### src/rtl/core/i2cram_pkg.sv
// Package for the I2C register access master.
// Holds the operation and bus phase encodings and field widths; no dependencies.
package i2cram_pkg;

	localparam int unsigned AddrW = 7;
	localparam int unsigned ByteW = 8;
	localparam int unsigned CntW  = 4;
	localparam int unsigned IdxW  = 2;

	typedef enum logic [1:0] {
		OP_TICK  = 2'd0,
		OP_WRITE = 2'd1,
		OP_READ  = 2'd2,
		OP_NONE  = 2'd3
	} op_t;

	typedef enum logic [3:0] {
		PH_IDLE      = 4'd0,
		PH_START_SDA = 4'd1,
		PH_START_SCL = 4'd2,
		PH_TX_LOW    = 4'd3,
		PH_TX_HIGH   = 4'd4,
		PH_ACK_LOW   = 4'd5,
		PH_ACK_HIGH  = 4'd6,
		PH_RS_REL    = 4'd7,
		PH_RS_HIGH   = 4'd8,
		PH_RX_LOW    = 4'd9,
		PH_RX_HIGH   = 4'd10,
		PH_NACK_LOW  = 4'd11,
		PH_NACK_HIGH = 4'd12,
		PH_STOP_LOW  = 4'd13,
		PH_STOP_SCL  = 4'd14,
		PH_STOP_SDA  = 4'd15
	} phase_t;

endpackage

### src/rtl/core/i2c_register_access_master_top.sv
// Top level of the I2C register access master: phase sequencer and result register.
// Depends on i2cram_pkg.
//
// Each input beat is a write command, a read command or one bus phase tick carrying
// the sampled SDA level; every beat yields one result beat with the SCL/SDA drive
// levels, busy, done, status and the last read byte. An input beat is handled by the
// combinational phase sequencer and lands in a single output register, so one
// beat is taken per clock whenever that register is empty or being drained. A write
// takes 2 + 3 * 18 + 3 = 59 ticks, a read 2 + 2 * 18 + 2 + 2 + 18 + 16 + 2 + 3 = 81
// ticks; a missing acknowledge ends the transfer with a stop and status 1.
module i2c_register_access_master_top (
	input  logic        clk,
	input  logic        arst_n,
	input  logic        cfg_valid,
	output logic        cfg_ready,
	input  logic [6:0]  cfg_data,   // device_address
	input  logic        s_tvalid,
	output logic        s_tready,
	input  logic [23:0] s_tdata,    // reg_addr[7:0], wr_data[15:8], sda_in[16], zero
	input  logic [1:0]  s_tuser,    // operation[1:0]
	output logic        m_tvalid,
	input  logic        m_tready,
	output logic [15:0] m_tdata     // scl_out, sda_out, busy_res, done_res, status,
	                                // read_byte[12:5], zero
);

	logic [i2cram_pkg::AddrW-1:0] dev_addr_q;
	i2cram_pkg::phase_t           phase_q, phase_d;
	logic [i2cram_pkg::CntW-1:0]  bit_cnt_q, bit_cnt_d, bit_cnt_inc;
	logic [i2cram_pkg::ByteW-1:0] shift_q, shift_d;
	logic [i2cram_pkg::IdxW-1:0]  byte_idx_q, byte_idx_d;
	logic                         is_read_q, is_read_d;
	logic [i2cram_pkg::ByteW-1:0] held_reg_q, held_reg_d;
	logic [i2cram_pkg::ByteW-1:0] held_data_q, held_data_d;
	logic [i2cram_pkg::ByteW-1:0] rx_byte_q, rx_byte_d;
	logic                         nack_q, nack_d;
	logic                         scl_q, scl_d, sda_q, sda_d;
	logic                         done_d, stat_d;
	logic                         in_acc;

	i2cram_pkg::op_t              op;
	logic [i2cram_pkg::ByteW-1:0] in_reg, in_data;
	logic                         in_sda;

	assign op      = i2cram_pkg::op_t'(s_tuser);
	assign in_reg  = s_tdata[7:0];
	assign in_data = s_tdata[15:8];
	assign in_sda  = s_tdata[16];

	assign cfg_ready   = 1'b1;
	assign s_tready    = !m_tvalid || m_tready;
	assign in_acc      = s_tvalid && s_tready;
	assign bit_cnt_inc = bit_cnt_q + 1'b1;

	function automatic logic [i2cram_pkg::ByteW-1:0] byte_to_send(
		input logic [i2cram_pkg::IdxW-1:0]  idx,
		input logic [i2cram_pkg::AddrW-1:0] dev,
		input logic [i2cram_pkg::ByteW-1:0] reg_b,
		input logic [i2cram_pkg::ByteW-1:0] data_b,
		input logic                         rd
	);
		logic [i2cram_pkg::ByteW-1:0] a;
		a = {dev, 1'b0};
		if (idx == 2'd0) begin
			return a;
		end else if (idx == 2'd1) begin
			return reg_b;
		end else begin
			return rd ? (a | 8'h01) : data_b;
		end
	endfunction

	always_comb begin
		phase_d     = phase_q;
		bit_cnt_d   = bit_cnt_q;
		shift_d     = shift_q;
		byte_idx_d  = byte_idx_q;
		is_read_d   = is_read_q;
		held_reg_d  = held_reg_q;
		held_data_d = held_data_q;
		rx_byte_d   = rx_byte_q;
		nack_d      = nack_q;
		scl_d       = scl_q;
		sda_d       = sda_q;
		done_d      = 1'b0;
		stat_d      = 1'b0;
		if (phase_q == i2cram_pkg::PH_IDLE) begin
			if (op == i2cram_pkg::OP_WRITE || op == i2cram_pkg::OP_READ) begin
				held_reg_d  = in_reg;
				held_data_d = in_data;
				is_read_d   = (op == i2cram_pkg::OP_READ);
				byte_idx_d  = '0;
				bit_cnt_d   = '0;
				nack_d      = 1'b0;
				phase_d     = i2cram_pkg::PH_START_SDA;
			end
		end else if (op == i2cram_pkg::OP_TICK) begin
			unique case (phase_q)
				i2cram_pkg::PH_START_SDA: begin
					scl_d   = 1'b1;
					sda_d   = 1'b0;
					phase_d = i2cram_pkg::PH_START_SCL;
				end
				i2cram_pkg::PH_START_SCL: begin
					scl_d     = 1'b0;
					sda_d     = 1'b0;
					shift_d   = byte_to_send(byte_idx_q, dev_addr_q, held_reg_q,
						held_data_q, is_read_q);
					bit_cnt_d = '0;
					phase_d   = i2cram_pkg::PH_TX_LOW;
				end
				i2cram_pkg::PH_TX_LOW: begin
					scl_d   = 1'b0;
					sda_d   = shift_q[7];
					phase_d = i2cram_pkg::PH_TX_HIGH;
				end
				i2cram_pkg::PH_TX_HIGH: begin
					scl_d     = 1'b1;
					shift_d   = {shift_q[6:0], 1'b0};
					bit_cnt_d = bit_cnt_inc;
					phase_d   = (bit_cnt_inc >= 4'd8) ? i2cram_pkg::PH_ACK_LOW
						: i2cram_pkg::PH_TX_LOW;
				end
				i2cram_pkg::PH_ACK_LOW: begin
					scl_d   = 1'b0;
					sda_d   = 1'b1;
					phase_d = i2cram_pkg::PH_ACK_HIGH;
				end
				i2cram_pkg::PH_ACK_HIGH: begin
					scl_d = 1'b1;
					sda_d = 1'b1;
					if (in_sda) begin
						nack_d  = 1'b1;
						phase_d = i2cram_pkg::PH_STOP_LOW;
					end else if (byte_idx_q == 2'd0 || (byte_idx_q == 2'd1 && !is_read_q)) begin
						byte_idx_d = byte_idx_q + 1'b1;
						shift_d    = byte_to_send(byte_idx_q + 1'b1, dev_addr_q, held_reg_q,
							held_data_q, is_read_q);
						bit_cnt_d  = '0;
						phase_d    = i2cram_pkg::PH_TX_LOW;
					end else if (byte_idx_q == 2'd1) begin
						byte_idx_d = 2'd2;
						phase_d    = i2cram_pkg::PH_RS_REL;
					end else if (is_read_q) begin
						byte_idx_d = 2'd3;
						shift_d    = '0;
						bit_cnt_d  = '0;
						phase_d    = i2cram_pkg::PH_RX_LOW;
					end else begin
						phase_d = i2cram_pkg::PH_STOP_LOW;
					end
				end
				i2cram_pkg::PH_RS_REL: begin
					scl_d   = 1'b0;
					sda_d   = 1'b1;
					phase_d = i2cram_pkg::PH_RS_HIGH;
				end
				i2cram_pkg::PH_RS_HIGH: begin
					scl_d   = 1'b1;
					sda_d   = 1'b1;
					phase_d = i2cram_pkg::PH_START_SDA;
				end
				i2cram_pkg::PH_RX_LOW: begin
					scl_d   = 1'b0;
					sda_d   = 1'b1;
					phase_d = i2cram_pkg::PH_RX_HIGH;
				end
				i2cram_pkg::PH_RX_HIGH: begin
					scl_d     = 1'b1;
					sda_d     = 1'b1;
					shift_d   = {shift_q[6:0], in_sda};
					bit_cnt_d = bit_cnt_inc;
					phase_d   = (bit_cnt_inc >= 4'd8) ? i2cram_pkg::PH_NACK_LOW
						: i2cram_pkg::PH_RX_LOW;
				end
				i2cram_pkg::PH_NACK_LOW: begin
					scl_d   = 1'b0;
					sda_d   = 1'b1;
					phase_d = i2cram_pkg::PH_NACK_HIGH;
				end
				i2cram_pkg::PH_NACK_HIGH: begin
					scl_d   = 1'b1;
					sda_d   = 1'b1;
					phase_d = i2cram_pkg::PH_STOP_LOW;
				end
				i2cram_pkg::PH_STOP_LOW: begin
					scl_d   = 1'b0;
					sda_d   = 1'b0;
					phase_d = i2cram_pkg::PH_STOP_SCL;
				end
				i2cram_pkg::PH_STOP_SCL: begin
					scl_d   = 1'b1;
					sda_d   = 1'b0;
					phase_d = i2cram_pkg::PH_STOP_SDA;
				end
				i2cram_pkg::PH_STOP_SDA: begin
					scl_d  = 1'b1;
					sda_d  = 1'b1;
					done_d = 1'b1;
					stat_d = nack_q;
					if (is_read_q && !nack_q) begin
						rx_byte_d = shift_q;
					end
					phase_d = i2cram_pkg::PH_IDLE;
				end
				default: begin
					scl_d   = 1'b1;
					sda_d   = 1'b1;
					phase_d = i2cram_pkg::PH_IDLE;
				end
			endcase
		end
	end

	always_ff @(posedge clk or negedge arst_n) begin
		if (!arst_n) begin
			dev_addr_q <= 7'h68;
		end else if (cfg_valid && cfg_ready) begin
			dev_addr_q <= cfg_data;
		end
	end

	always_ff @(posedge clk or negedge arst_n) begin
		if (!arst_n) begin
			phase_q     <= i2cram_pkg::PH_IDLE;
			bit_cnt_q   <= '0;
			shift_q     <= '0;
			byte_idx_q  <= '0;
			is_read_q   <= 1'b0;
			held_reg_q  <= '0;
			held_data_q <= '0;
			rx_byte_q   <= '0;
			nack_q      <= 1'b0;
			scl_q       <= 1'b1;
			sda_q       <= 1'b1;
		end else if (in_acc) begin
			phase_q     <= phase_d;
			bit_cnt_q   <= bit_cnt_d;
			shift_q     <= shift_d;
			byte_idx_q  <= byte_idx_d;
			is_read_q   <= is_read_d;
			held_reg_q  <= held_reg_d;
			held_data_q <= held_data_d;
			rx_byte_q   <= rx_byte_d;
			nack_q      <= nack_d;
			scl_q       <= scl_d;
			sda_q       <= sda_d;
		end
	end

	always_ff @(posedge clk or negedge arst_n) begin
		if (!arst_n) begin
			m_tvalid <= 1'b0;
		end else if (in_acc) begin
			m_tvalid <= 1'b1;
		end else if (m_tready) begin
			m_tvalid <= 1'b0;
		end
	end

	always_ff @(posedge clk) begin
		if (in_acc) begin
			m_tdata <= {3'b000, rx_byte_d, stat_d, done_d,
				(phase_d != i2cram_pkg::PH_IDLE), sda_d, scl_d};
		end
	end

`ifndef ASSERT_OFF
	a_idle_released: assert property (@(posedge clk) disable iff (!arst_n)
		phase_q == i2cram_pkg::PH_IDLE |-> scl_q && sda_q)
		else $error("lines not released while idle");

	a_bit_cnt_range: assert property (@(posedge clk) disable iff (!arst_n)
		bit_cnt_q <= 4'd8)
		else $error("bit counter out of range");

	a_rx_only_read: assert property (@(posedge clk) disable iff (!arst_n)
		(phase_q == i2cram_pkg::PH_RX_LOW || phase_q == i2cram_pkg::PH_RX_HIGH
		|| phase_q == i2cram_pkg::PH_RS_REL) |-> is_read_q)
		else $error("receive phase in a write transfer");

	a_done_ends: assert property (@(posedge clk) disable iff (!arst_n)
		in_acc && done_d |=> phase_q == i2cram_pkg::PH_IDLE && m_tvalid && !m_tdata[2])
		else $error("done beat without return to idle");

	a_status_with_done: assert property (@(posedge clk) disable iff (!arst_n)
		m_tvalid && m_tdata[4] |-> m_tdata[3])
		else $error("status set without done");
`endif

endmodule

### config.mk
export PLATFORM = sky130hd
export DESIGN_NAME = i2c_register_access_master_top
export DESIGN_NICKNAME = d
export VERILOG_FILES = /design/src/rtl/core/i2cram_pkg.sv /design/src/rtl/core/i2c_register_access_master_top.sv
export SDC_FILE = /design/constraint.sdc
export NUM_CORES = 1
export LEC_CHECK = 0
export BUFFER_PORTS_ARGS = -buffer_cell sky130_fd_sc_hd__buf_2
export CORE_AREA = 2 2 89 91
export DETAILED_ROUTE_END_ITERATION = 16
export DIE_AREA = 0 0 91 93
export MAX_ROUTING_LAYER = met4
export PLACE_DENSITY = 0.67
export REMOVE_ABC_BUFFERS = 1
export SYNTH_ARGS = -nofsm -noshare
export SYNTH_HDL_FRONTEND = slang
export SYNTH_SLANG_ARGS = --single-unit
### constraint.sdc
create_clock -name clk -period 4.4 [get_ports clk]
set_input_delay 0.66 -clock clk [delete_from_list [all_inputs] [get_ports clk]]
set_output_delay 0.66 -clock clk [all_outputs]
set_load 0.005 [all_outputs]
==> Flow_metrics.wiki <==
{| class="wikitable"
! Metric !! Value
|-
| Width of the chip || between 90 and 100 microns
|-
| Synthesized area per cell || roughly 11 sq um
|-
| Final setup violation count || 0
|-
| Cell count after synthesis || 317
|-
| Maximum clock frequency || 0.3774 GHz
|-
| Final worst slack || approximately 1800 ps
|-
| Worst hold slack after final layout || 447.0 ps
|-
| Async set-or-reset flop fraction in the synthesized netlist || 80.60%
|-
| Routed metal-1 wire length || 3309 microns
|-
| Number of vias in the routed layout || between 2000 and 3000
|-
| Share of the clock period used by the worst path after layout || between 60% and 70%
|-
| Clk_lat worst skew || 340 ps
|-
| Capture point of the worst reg-to-reg path || rx_byte_q[1]
|-
| CTS Buf Count || 9
|-
| Met3 WL post-DR || approximately 270 microns
|-
| Cell area reported after detailed placement || about 3900 sq um
|-
| Maximum buffer depth of the clock tree || 2
|-
| Cell row count || 32
|-
| Ys Warns || 0
|-
| Sink count of the clock tree || 67
|-
| Portion of total power attributed to combinational logic || between 30% and 40%
|-
| Minimum clock period || 2650 ps
|-
| Least-Margin Pin Slew || between 800 and 900 ps
|-
| Headroom to the max-slew limit || between 40 and 50%
|-
| Register clock-pin slew on the reported worst setup and hold paths || roughly 80 ps
|-
| Part of the Yosys area used for sequential elements || roughly 48%
|-
| Total of cells resized after clock tree synthesis || 0
|-
| Run status || completed
|-
| Switch share || between 30% and 40%
|-
| Initial antenna violation count || 0
|-
| Effective utilization at floorplan || between 40% and 50%
|-
| Leading cell type in the layout, fill and taps excluded || sky130_fd_sc_hd__dfrtp_1
|-
| Post-synth EDFFs || 13
|-
| Cell depth of the worst flop-to-flop path || 5
|-
| Final weighted congestion in routability-driven placement || between 0.8 and 0.9
|-
| Final antenna diode count || 0
|-
| Clock Power Share || between 20% and 30%
|-
| Proportion of power drawn by flip-flops and latches || ~45%
|-
| TritonCTS clock tree || yes
|-
| Die area || 8463 sq um
|-
| H-tree levels || 3
|-
| Number of global-route vias before repair || roughly 2300
|-
| Max Fanout on Critical Path || 25
|-
| Final Routed Wirelength || 6778 microns
|-
| Wire length of the first global-routing pass || around 11000 microns
|-
| Leading area contributor after synthesis || sky130_fd_sc_hd__dfrtp_1
|-
| Overall Power || 2.325 mW
|-
| Setup crit start kind || flip-flop
|-
| Hold_buf cts || 0
|-
| Dpl hpwl || 4596 microns
|-
| Synth Register Bits || between 60 and 70
|-
| Post-route DRC violation count || 0
|-
| Total grt overflow || 0
|-
| Top layer in use || met4
|-
| Core Box Area || approximately 7500 sq um
|-
| Hold violation count in the final report || 0
|-
| Largest net degree at the start of global routing || between 50 and 60
|-
| Data arrival time of the critical path || roughly 2900 ps
|-
| Number of nets in the finished design || between 300 and 400
|-
| Most used cells in the layout excluding fill and tap cells || sky130_fd_sc_hd__dfrtp_1 (49), sky130_fd_sc_hd__mux2_2 (48), sky130_fd_sc_hd__buf_2 (45)
|-
| GRT Total Usage || 17.29%
|-
| Post-Layout Inst Area || 4091 sq um
|-
| Number of distinct standard cells referenced by the synthesized netlist || 56
|-
| Starting DRC count in detailed routing || approximately 240
|-
| Routed wire per std cell || around 15 microns
|-
| Area Overhead vs Synth || 12.60%
|-
| Setup skew after layout || slightly above 9 ps
|-
| Top-area cell type share of the netlist area || 33.75%
|-
| Post-CTS Setup Inserts || 0
|-
| Met2 wire len || 3052 microns
|-
| Int Power || 1.492 mW
|-
| Share of post-route cells with drive strength above 1 || 34.64%
|-
| Power density normalized to cell area || around 570 nW/um^2
|-
| Final sum of negative setup slack || 0 ps
|-
| Worst hold path class || in2async
|-
| Initial DRT Pass Iterations || 5
|-
| Post-DRT Antenna Nets || 0
|-
| Via density per instance || approximately 5.5
|-
| Setup slack, reg-to-reg || roughly 1800 ps
|-
| Clock root buffer || sky130_fd_sc_hd__clkbuf_8
|-
| Largest cells by area after synthesis || sky130_fd_sc_hd__dfrtp_1 (34%), sky130_fd_sc_hd__mux2_2 (15%), sky130_fd_sc_hd__edfxtp_1 (11%), sky130_fd_sc_hd__mux2i_1 (4.4%), sky130_fd_sc_hd__dfstp_2 (3.6%)
|-
| Max Cap Viol || 0
|-
| Worst reg2reg startpoint || phase_q[1]
|-
| Pre-CTS WS || 1437 ps
|-
| Largest vdd supply drop || 0.0002854 V
|-
| Psw || 0.8323 mW
|-
| Unrepaired setup endpoints after global routing || false
|-
| Leakage power total || 1.838 nW
|-
| Leading register cell type out of synthesis || sky130_fd_sc_hd__dfrtp_1
|-
| Die extent in y || 93 microns
|-
| Number of slew-limit violations in the final report || 0
|-
| IO Count || 57
|-
| Critical path data required time || approximately 4600 ps
|-
| Netlist Area Pre-Place || approximately 3600 sq um
|-
| CP Class || reg2reg
|-
| Number of buffer cells added on primary ports || 45
|-
| Kind of end point of the critical path || flip-flop
|}
## worst max-delay path, cell delays in order (launching register included)
cell and delay, ps:
sky130_fd_sc_hd__dfrtp_1 830, sky130_fd_sc_hd__and4_1 400, sky130_fd_sc_hd__and2_1 210, sky130_fd_sc_hd__nand3b_1 410, sky130_fd_sc_hd__nor2_8 320, sky130_fd_sc_hd__mux2_2 360
## per-stage QoR
| stage | std cells | util, % |
|---|---|---|
| floorplan | 295 | - |
| global placement | 444 | 51.46 |
| detailed placement | 444 | 51.46 |
| CTS | 460 | 54.36 |
| global route | 460 | 54.36 |
| finish | 460 | 54.36 |
## flip-flops by register name, summed over array words and instances (netlist names), 2 cells and up
name	flops
m_tdata	13
held_data_q	8
held_reg_q	8
rx_byte_q	8
shift_q	8
dev_addr_q	7
bit_cnt_q	4
phase_q	4
byte_idx_q	2
## power groups by stage
| stage | registers [mW] | logic (mW) | clock network, mW |
|---|---|---|---|
| final | 1.04 | 0.731 | 0.551 |
| after global routing | 1.08 | 0.813 | 0.588 |
| after CTS | 1.04 | 0.733 | 0.561 |
| after detailed placement | 1.05 | 0.727 | 0 |
| after global placement | 1.04 | 0.709 | 0 |
| after floorplan | 0.980 | 0.580 | 0 |
## worst max-delay path by stage
stage	start	to	slack, ps	cells past startpoint
2_1_floorplan	m_tready	held_data_q[0]	1990	5
3_3_place_gp	m_tready	held_data_q[6]	1470	6
3_5_place_dp	m_tready	held_reg_q[7]	1440	6
4_1_cts	phase_q[1]	rx_byte_q[1]	1740	5
5_1_grt	phase_q[0]	rx_byte_q[7]	1570	5
6_report	phase_q[1]	rx_byte_q[1]	1750	5
## layer usage
metal  vias to the layer above  track usage, %
li1                       1226               -
met1                      1234           24.27
met2                        73           24.57
met3                        13           2.659
met4                         0           8.712
met5                         -               -
## Yosys cell counts, types with 2 or more instances
cell                        n
sky130_fd_sc_hd__nand2_1   19
sky130_fd_sc_hd__buf_2      9
sky130_fd_sc_hd__a21boi_0   2
sky130_fd_sc_hd__and2_1     3
sky130_fd_sc_hd__a221oi_1   2
sky130_fd_sc_hd__edfxtp_1  13
sky130_fd_sc_hd__nor2b_1   13
sky130_fd_sc_hd__nor2_1    14
sky130_fd_sc_hd__a21o_1     7
sky130_fd_sc_hd__ha_1       3
sky130_fd_sc_hd__buf_4      9
sky130_fd_sc_hd__o31ai_1    4
sky130_fd_sc_hd__clkbuf_1   6
sky130_fd_sc_hd__nand3_1    3
sky130_fd_sc_hd__o22a_1     2
sky130_fd_sc_hd__o21ai_0    6
sky130_fd_sc_hd__nand3b_1   3
sky130_fd_sc_hd__nand2b_1   7
sky130_fd_sc_hd__dfstp_2    5
sky130_fd_sc_hd__mux2i_1   16
sky130_fd_sc_hd__nand3_2    2
sky130_fd_sc_hd__or3_1      2
sky130_fd_sc_hd__conb_1     2
sky130_fd_sc_hd__a31oi_1    3
sky130_fd_sc_hd__mux2_1     3
sky130_fd_sc_hd__dfrtp_1   49
sky130_fd_sc_hd__o221ai_1   9
sky130_fd_sc_hd__mux2_2    48
sky130_fd_sc_hd__a21oi_1   18
sky130_fd_sc_hd__nor3_1     2
sky130_fd_sc_hd__o31a_1     2
sky130_fd_sc_hd__inv_1      7
## cells by family after synthesis
| kind of cell | synth area share [%] |
|---|---|
| buffers and inverters | 4.545 |
| muxes | 20.21 |
| and+or+nand+nor | 12.95 |
| adders and majority gates | 1.033 |
| other | 0.2067 |
| xor gates and xnor gates | 0.2411 |
| AOI/OAI and AO/OA | 12.71 |
| DFF | 48.11 |
## cell type report
cell class,count,area (sq um)
Sequential cell,67,1748
Multi-Input combinational cell,220,1728
Fill cell,680,3436
Inverter,8,30.03
Timing Repair Buffer,47,240.2
Clock inverter,6,68.82
Clock buffer,10,148.9
Tap cell,102,127.6
Note: power is estimated with default switching activity, not from simulation.
